## src/rtl/dmph_pkg.sv

```systemverilog
package dmph_pkg;

	localparam int CHUNK_W = 32;
	localparam int BYTES_W = 2;
	localparam int LEN_W   = 32;
	localparam int BASE_W  = 30;
	localparam int ACC_W   = 30;
	localparam int HASH_W  = 62;
	localparam int IDX_W   = 1;

	// chunk size codes
	localparam logic [BYTES_W-1:0] BYTES_NONE = 2'd0;
	localparam logic [BYTES_W-1:0] BYTES_ONE  = 2'd1;
	localparam logic [BYTES_W-1:0] BYTES_TWO  = 2'd2;
	localparam logic [BYTES_W-1:0] BYTES_FOUR = 2'd3;

	// config register indexes
	localparam logic [IDX_W-1:0] REG_BASE_ONE = 1'b0;
	localparam logic [IDX_W-1:0] REG_BASE_TWO = 1'b1;

	localparam logic [BASE_W-1:0] BASE_ONE_RST = 30'd131;
	localparam logic [BASE_W-1:0] BASE_TWO_RST = 30'd137;

	localparam logic [ACC_W-1:0] MOD_ONE = 30'd1000000007;
	localparam logic [ACC_W-1:0] MOD_TWO = 30'd1000000009;

	// 3*p, added so that a negative chunk keeps the sum positive
	localparam logic [31:0] MOD3_ONE = 32'd3000000021;
	localparam logic [31:0] MOD3_TWO = 32'd3000000027;

	// Barrett factors floor(2^60 / p)
	localparam logic [63:0] MU_ONE_FULL = (64'd1 << 60) / 64'd1000000007;
	localparam logic [63:0] MU_TWO_FULL = (64'd1 << 60) / 64'd1000000009;
	localparam logic [30:0] MU_ONE = MU_ONE_FULL[30:0];
	localparam logic [30:0] MU_TWO = MU_TWO_FULL[30:0];

endpackage

```

## src/rtl/dmph_if.sv

```systemverilog
interface dmph_msg_if;
	logic                             valid;
	logic                             ready;
	logic [dmph_pkg::CHUNK_W-1:0]     chunk;
	logic [dmph_pkg::BYTES_W-1:0]     chunk_bytes;
	logic                             first;
	logic                             last;
	logic [dmph_pkg::LEN_W-1:0]       total_len;

	modport source (output valid, chunk, chunk_bytes, first, last, total_len, input ready);
	modport sink   (input valid, chunk, chunk_bytes, first, last, total_len, output ready);
endinterface

interface dmph_hash_if;
	logic                          valid;
	logic                          ready;
	logic [dmph_pkg::HASH_W-1:0]   hash_value;

	modport source (output valid, hash_value, input ready);
	modport sink   (input valid, hash_value, output ready);
endinterface

```

## src/rtl/dual_modular_polynomial_hash.sv

```systemverilog
// Two polynomial hashes, modulo 1000000007 and 1000000009, over a message sent
// as little-endian chunks (4-byte words, then an optional 2-byte and 1-byte
// tail). One word is taken at a time: msg.ready is high only while the block
// is idle. A single 32x32 multiplier with a registered product is shared by the
// multiply steps; a chunk update goes through base multiply, chunk add, Barrett
// estimate, quotient times modulus, subtract and compare-subtract until below
// the modulus. A first word costs two reductions of total_len, and a word with
// data one chunk update per modulus more; a word with neither returns to idle,
// or goes to emit if last. Results sit in an output register, so a new word is
// taken while the hash waits. Bases are written through cfg_we/cfg_idx/cfg_wdata;
// the user must do so only while idle, as the block does not enforce it.
module dual_modular_polynomial_hash (
	input  logic                         clk,
	input  logic                         arst_n,
	input  logic                         cfg_we,
	input  logic [dmph_pkg::IDX_W-1:0]   cfg_idx,
	input  logic [dmph_pkg::BASE_W-1:0]  cfg_wdata,
	dmph_msg_if.sink                     msg,
	dmph_hash_if.source                  hash
);

	localparam logic [2:0] ST_IDLE = 3'd0;
	localparam logic [2:0] ST_PROD = 3'd1;
	localparam logic [2:0] ST_XSUM = 3'd2;
	localparam logic [2:0] ST_QEST = 3'd3;
	localparam logic [2:0] ST_QP   = 3'd4;
	localparam logic [2:0] ST_SUB  = 3'd5;
	localparam logic [2:0] ST_CORR = 3'd6;
	localparam logic [2:0] ST_EMIT = 3'd7;

	logic [2:0]                       state_q;
	logic                             sel_q;
	logic                             absorb_q;
	logic [dmph_pkg::BASE_W-1:0]      base_one_q, base_two_q;
	logic [dmph_pkg::ACC_W-1:0]       acc_one_q, acc_two_q;
	logic                             out_valid_q;
	logic [dmph_pkg::HASH_W-1:0]      out_q;

	logic [dmph_pkg::CHUNK_W-1:0]     chunk_q;
	logic [dmph_pkg::BYTES_W-1:0]     bytes_q;
	logic                             last_q;
	logic [60:0]                      x_q;
	logic [63:0]                      prod_q;
	logic [33:0]                      r_q;

	logic [dmph_pkg::ACC_W-1:0]       mod_sel, acc_sel, base_sel;
	logic [30:0]                      mu_sel;
	logic [31:0]                      mod3_sel;
	logic [31:0]                      mul_a, mul_b;
	logic [63:0]                      mul_p;
	logic [31:0]                      val;
	logic [60:0]                      x_sum;
	logic                             r_ge;
	logic                             in_acc;
	logic                             out_free;

	assign msg.ready  = (state_q == ST_IDLE);
	assign in_acc     = msg.valid && msg.ready;
	assign hash.valid = out_valid_q;
	assign hash.hash_value = out_q;
	assign out_free   = !out_valid_q || hash.ready;

	always_comb begin
		if (sel_q) begin
			mod_sel  = dmph_pkg::MOD_TWO;
			mu_sel   = dmph_pkg::MU_TWO;
			mod3_sel = dmph_pkg::MOD3_TWO;
			acc_sel  = acc_two_q;
			base_sel = base_two_q;
		end else begin
			mod_sel  = dmph_pkg::MOD_ONE;
			mu_sel   = dmph_pkg::MU_ONE;
			mod3_sel = dmph_pkg::MOD3_ONE;
			acc_sel  = acc_one_q;
			base_sel = base_one_q;
		end
	end

	// shared multiplier operand select
	always_comb begin
		unique case (state_q)
			ST_PROD: begin
				mul_a = {2'b0, acc_sel};
				mul_b = {2'b0, base_sel};
			end
			ST_QEST: begin
				mul_a = x_q[60:29];
				mul_b = {1'b0, mu_sel};
			end
			default: begin
				mul_a = prod_q[62:31];
				mul_b = {2'b0, mod_sel};
			end
		endcase
	end
	assign mul_p = mul_a * mul_b;

	always_comb begin
		unique case (bytes_q)
			dmph_pkg::BYTES_ONE: val = {{24{chunk_q[7]}}, chunk_q[7:0]};
			dmph_pkg::BYTES_TWO: val = {{16{chunk_q[15]}}, chunk_q[15:0]};
			default:             val = chunk_q;
		endcase
	end

	assign x_sum = {1'b0, prod_q[59:0]} + {{29{val[31]}}, val} + {29'b0, mod3_sel};
	assign r_ge  = r_q >= {4'b0, mod_sel};

	// datapath, no reset
	always_ff @(posedge clk) begin
		if (in_acc) begin
			chunk_q <= msg.chunk;
			bytes_q <= msg.chunk_bytes;
			last_q  <= msg.last;
			x_q     <= {29'b0, msg.total_len};
		end
		if (state_q == ST_PROD || state_q == ST_QEST || state_q == ST_QP) begin
			prod_q <= mul_p;
		end
		if (state_q == ST_XSUM) begin
			x_q <= x_sum;
		end
		if (state_q == ST_SUB) begin
			r_q <= x_q[33:0] - prod_q[33:0];
		end else if (state_q == ST_CORR && r_ge) begin
			r_q <= r_q - {4'b0, mod_sel};
		end
		if (state_q == ST_EMIT && out_free) begin
			out_q <= {acc_one_q, 2'b0, acc_two_q};
		end
	end

	always_ff @(posedge clk or negedge arst_n) begin
		if (!arst_n) begin
			state_q     <= ST_IDLE;
			sel_q       <= 1'b0;
			absorb_q    <= 1'b0;
			base_one_q  <= dmph_pkg::BASE_ONE_RST;
			base_two_q  <= dmph_pkg::BASE_TWO_RST;
			acc_one_q   <= '0;
			acc_two_q   <= '0;
			out_valid_q <= 1'b0;
		end else begin
			if (cfg_we) begin
				unique case (cfg_idx)
					dmph_pkg::REG_BASE_ONE: base_one_q <= cfg_wdata;
					dmph_pkg::REG_BASE_TWO: base_two_q <= cfg_wdata;
					default: ;
				endcase
			end

			if (state_q == ST_EMIT && out_free) begin
				out_valid_q <= 1'b1;
			end else if (hash.ready) begin
				out_valid_q <= 1'b0;
			end

			unique case (state_q)
				ST_IDLE: begin
					if (in_acc) begin
						sel_q <= 1'b0;
						if (msg.first) begin
							absorb_q <= 1'b0;
							state_q  <= ST_QEST;
						end else if (msg.chunk_bytes != dmph_pkg::BYTES_NONE) begin
							absorb_q <= 1'b1;
							state_q  <= ST_PROD;
						end else if (msg.last) begin
							state_q <= ST_EMIT;
						end
					end
				end
				ST_PROD: state_q <= ST_XSUM;
				ST_XSUM: state_q <= ST_QEST;
				ST_QEST: state_q <= ST_QP;
				ST_QP:   state_q <= ST_SUB;
				ST_SUB:  state_q <= ST_CORR;
				ST_CORR: begin
					if (!r_ge) begin
						if (!sel_q) begin
							acc_one_q <= r_q[dmph_pkg::ACC_W-1:0];
							sel_q     <= 1'b1;
							state_q   <= absorb_q ? ST_PROD : ST_QEST;
						end else begin
							acc_two_q <= r_q[dmph_pkg::ACC_W-1:0];
							sel_q     <= 1'b0;
							if (!absorb_q && bytes_q != dmph_pkg::BYTES_NONE) begin
								absorb_q <= 1'b1;
								state_q  <= ST_PROD;
							end else if (last_q) begin
								state_q <= ST_EMIT;
							end else begin
								state_q <= ST_IDLE;
							end
						end
					end
				end
				ST_EMIT: begin
					if (out_free) begin
						state_q <= ST_IDLE;
					end
				end
				default: state_q <= ST_IDLE;
			endcase
		end
	end

endmodule
```

## src/flat_wrapper.sv

```systemverilog
// flat-port wrapper written by rule: the top's interface ports become plain ports
module dual_modular_polynomial_hash_flat 
  (clk, arst_n, cfg_we, cfg_idx, cfg_wdata, msg_valid, msg_chunk, msg_chunk_bytes, msg_first, msg_last, msg_total_len, msg_ready, hash_valid, hash_hash_value, hash_ready);
  dmph_msg_if msg_i ();
  dmph_hash_if hash_i ();
  input  logic clk;
  input  logic arst_n;
  input  logic cfg_we;
  input  logic [dmph_pkg::IDX_W-1:0] cfg_idx;
  input  logic [dmph_pkg::BASE_W-1:0] cfg_wdata;
  input wire logic [$bits(msg_i.valid)-1:0] msg_valid;
  input wire logic [$bits(msg_i.chunk)-1:0] msg_chunk;
  input wire logic [$bits(msg_i.chunk_bytes)-1:0] msg_chunk_bytes;
  input wire logic [$bits(msg_i.first)-1:0] msg_first;
  input wire logic [$bits(msg_i.last)-1:0] msg_last;
  input wire logic [$bits(msg_i.total_len)-1:0] msg_total_len;
  output wire logic [$bits(msg_i.ready)-1:0] msg_ready;
  output wire logic [$bits(hash_i.valid)-1:0] hash_valid;
  output wire logic [$bits(hash_i.hash_value)-1:0] hash_hash_value;
  input wire logic [$bits(hash_i.ready)-1:0] hash_ready;
  assign msg_i.valid = msg_valid;
  assign msg_i.chunk = msg_chunk;
  assign msg_i.chunk_bytes = msg_chunk_bytes;
  assign msg_i.first = msg_first;
  assign msg_i.last = msg_last;
  assign msg_i.total_len = msg_total_len;
  assign msg_ready = msg_i.ready;
  assign hash_valid = hash_i.valid;
  assign hash_hash_value = hash_i.hash_value;
  assign hash_i.ready = hash_ready;
  dual_modular_polynomial_hash u_core (.clk(clk), .arst_n(arst_n), .cfg_we(cfg_we), .cfg_idx(cfg_idx), .cfg_wdata(cfg_wdata), .msg(msg_i), .hash(hash_i));
endmodule
```

## config.mk

```make
export PLATFORM = sky130hd
export DESIGN_NAME = dual_modular_polynomial_hash_flat
export DESIGN_NICKNAME = d
export VERILOG_FILES = /design/src/rtl/dmph_pkg.sv /design/src/rtl/dmph_if.sv /design/src/rtl/dual_modular_polynomial_hash.sv /design/src/flat_wrapper.sv
export SDC_FILE = /design/constraint.sdc
export NUM_CORES = 2
export LEC_CHECK = 0
export BUFFER_PORTS_ARGS = -buffer_cell sky130_fd_sc_hd__buf_2
export CORE_UTILIZATION = 60
export DETAILED_ROUTE_END_ITERATION = 10
export GPL_ROUTABILITY_DRIVEN = 0
export GPL_TIMING_DRIVEN = 0
export PLACE_DENSITY = 0.76
export SLEW_MARGIN = 20
export SYNTH_ARGS = -nofsm -noshare
export SYNTH_HDL_FRONTEND = slang
export SYNTH_SLANG_ARGS = --single-unit
```

## constraint.sdc

```tcl
create_clock -name clk -period 12.22 [get_ports clk]
set_input_delay 1.833 -clock clk [delete_from_list [all_inputs] [get_ports clk]]
set_output_delay 1.833 -clock clk [all_outputs]
set_load 0.02 [all_outputs]
```

==> results.ini <==
[status]
status = complete, but fails checks
violations = DRC, setup timing

[clocking]
max_h_tree_level = 2
cts_inserted_buffers = 41
tritoncts = built
numClockSinks = 379
clkLatencyLatePin_ns = 0.60
ctsLongestPathBuffers = 3
clk_root_buffer_cell = sky130_fd_sc_hd__clkbuf_16
clkTransAtPathRegs_ns = 0.06

[global_routing]
grt_max_degree = 81
grt_antenna_before_repair = 8
grt_remaining_overflow = 0
grt_first_pass_wirelength_um = 271000
grt_use_total = 0.411
via_count_of_the_first_global_routing_pass = 44400

[worst_setup_path]
timing.setup.critical_path_class = register to register
cp-end-kind = register
timing.rr.start = u_core.sel_q$_DFFE_PN0P_
timing.critical_path.slowest_cell_delay_ns = 0.95
crit_path_start_kind = register
cp.arrival_ns = 12.68
worst-path-max-fanout = 10
regToRegEndpoint = u_core.prod_q[61]$_DFFE_PP_
critPathRequiredTime_ns = 12.54
timing.reg2reg.worst_path_depth = 33
critical_path.slowest_cell = sky130_fd_sc_hd__clkbuf_1
critical-path-top-cell-by-count = sky130_fd_sc_hd__fa_1
r2r_slack_ns = -0.14

[hold_path]
hold_endpoint = u_core.hash.hash_value[8]$_DFFE_PP_
min_delay_path_depth = 0
min_from = u_core.acc_two_q[8]$_DFFE_PN0P_
min-delay-path-class = register to register

[timing]
report.final.setup_viol = 2
final.setup_skew_ns = 0.0344
slew_of_the_pin_with_the_lowest_slew_margin_ns = 1.31
grt_setup_unrepaired = false
finalWorstSetupSlack_ns = -0.143
max_slew_margin = 0.130
timing.final.max_slew_violations = 0
timing.final.crit_share = 1.01
whs_ns = 0.472
period_minus_slack_ns = 12.36
timing_hold_violations_final = 0
max_clock_freq_mhz = 80.9

[floorplan]
rows = 108
fp.dieArea_um2 = 90100
top_level_ports = 168
core-area_um2 = 87400
initial_utilization = 0.610
die-height_um = 300
fp.dieW_um = 300

[synthesis]
syn-cell-area_um2 = 53300
synth_area_leader_cell = sky130_fd_sc_hd__fa_1
ys_top_cells_by_area = sky130_fd_sc_hd__fa_1 (33%), sky130_fd_sc_hd__edfxtp_1 (14%), sky130_fd_sc_hd__ha_1 (9.7%)
synthesis.instances = 5720
synth_cell_type_count = 91
synth_commonest_cells = sky130_fd_sc_hd__inv_1 (999), sky130_fd_sc_hd__fa_1 (872), sky130_fd_sc_hd__nand2_1 (755)
postSynthAreaPerCell_um2 = 9.32
yosys.area.top_type_share = 0.327
synth_async_sr_flop_share = 0.332
total_number_of_yosys_warnings = 0
seq_area_frac_synth = 0.202
synth-edff-count = 253
synth_top_flop_cell = sky130_fd_sc_hd__edfxtp_1
yosys.cell_count.top_type = sky130_fd_sc_hd__inv_1
yosys_register_bits = 379

[detailed_routing]
via_count = 44000
detail_route.wl_per_cell_um = 25.4
wl_um = 181000
detailedRoute.firstIterationViolations = 5492
detailedRoute.firstPassIterationCount = 11
route.detailed.vias_per_inst = 6.16
ant_nets = 0
route.detailed.drc = 1

[run]
max_cap_violations = 0

[finish]
n_fill_cell = 7081
layout.nets = 7336
stdcell_area_um2 = 57200
layout-drive-gt1-share = 0.0725
area_growth_syn_to_layout_pct = 7.32

[place]
detailed_place_hpwl_um = 149000
placed_area_um2 = 55900
place.port_buffers = 165
placement.setup.worst_slack_ns = 0.0509

==> registers in the layout, summed over array words and instances (netlist names), 32 cells and up <==
name / flops
u_core.x_q: 61
u_core.chunk_q: 32
u_core.r_q: 34
u_core.prod_q: 63
u_core.hash.hash_value: 60
==> layout by cell type (no fill, tap or decap), drive strengths merged, types with 6 or more instances in the layout <==
master,synthesis,routed
a2111oi,8,8
a211oi,19,19
a21boi,7,7
a21o,67,67
a21oi,211,211
a31oi,18,18
a41oi,8,8
and2,53,53
and3,30,30
buf,41,212
clkbuf,244,297
clkinv,0,11
conb,2,14
dfrtp,120,120
dfstp,6,6
edfxtp,253,253
fa,872,872
ha,412,412
inv,999,1002
mux2,130,130
mux2i,50,50
nand2,755,755
nand2b,32,32
nand3,42,42
nand4,36,36
nor2,652,652
nor2b,22,22
nor3,35,35
nor4,7,7
o211ai,10,10
o21a,28,28
o21ai,229,229
o21bai,38,38
o31a,7,7
o31ai,17,17
or2,10,10
or3,18,18
xnor2,92,92
xor2,76,76
==> critical path: cells and delay by family, from the launching register on <==
family          cells  cell delay (ns)
compound gates     10             3.08
xor+xnor            1             0.10
buf+inv             9             2.88
flops               1             0.57
simple gates        3             0.50
fa+ha+maj           9             4.26
mux                 1             0.68
==> metrics by stage <==
step                      std cells  setup TNS, ns  utilization
final                          7136         -0.246        0.655
after global routing           7131              0        0.654
after CTS                      7132              0        0.654
after detailed placement       7061              0        0.639
after global placement         7052              0        0.636
after floorplan                5732              0            -
==> logic make-up (layout without fill, tap and decap cells) <==
family / Yosys count / after routing / synth area share
AND/OR/NAND/NOR: 1710 / 1710 / 0.134
adder cells (fa/ha/maj): 1284 / 1284 / 0.424
buffers and inverters: 1284 / 1528 / 0.0917
AO/OA/AOI/OAI: 713 / 713 / 0.0824
flip-flops: 379 / 379 / 0.202
multiplexers: 180 / 180 / 0.0385
XOR/XNOR: 168 / 168 / 0.0276
other: 2 / 19 / 0.000141
==> what timing repair did <==
item / CTS / global route
setup buffers: 0 / 0
hold buffers: 0 / 0
endpoints found under the setup margin: 1 / 11
resized for setup: 2 / 26
==> metal layers <==
metal,part of all wire,track usage,up-vias
li1,-,-,18400
met1,0.34,0.501,21400
met2,0.40,0.577,3225
met3,0.17,0.197,934
met4,0.087,0.275,8
met5,0.00025,0.00106,-
==> worst max-delay path by stage <==
stage / from / to / slack [ns] / cells past startpoint
after floorplan: u_core.sel_q$_DFFE_PN0P_ / u_core.prod_q[61]$_DFFE_PP_ / 3.11 / 31
after global placement: u_core.sel_q$_DFFE_PN0P_ / u_core.prod_q[61]$_DFFE_PP_ / 0.04 / 30
after detailed placement: u_core.sel_q$_DFFE_PN0P_ / u_core.prod_q[61]$_DFFE_PP_ / 0.05 / 31
after CTS: u_core.sel_q$_DFFE_PN0P_ / u_core.prod_q[61]$_DFFE_PP_ / 0.07 / 32
after global routing: u_core.sel_q$_DFFE_PN0P_ / u_core.prod_q[59]$_DFFE_PP_ / 0.02 / 32
final: u_core.sel_q$_DFFE_PN0P_ / u_core.prod_q[61]$_DFFE_PP_ / -0.14 / 33
==> area by class of cell <==
class | count | area (µm²) | area share
clock buffer | 53 | 1090 | 0.0191
sequential | 379 | 10800 | 0.188
antenna | 5 | 12.5 | 0.000219
multi-input combinational | 4069 | 37800 | 0.661
clock inverter | 18 | 178 | 0.00310
inverter | 999 | 3750 | 0.0655
timing repair buffer | 174 | 1020 | 0.0179
buffer | 284 | 1160 | 0.0203
tap | 1155 | 1450 | 0.0253
Power is left out: the tool's default activity adds up to more than one toggle a clock period on the data nets, which glitch-free logic cannot reach.
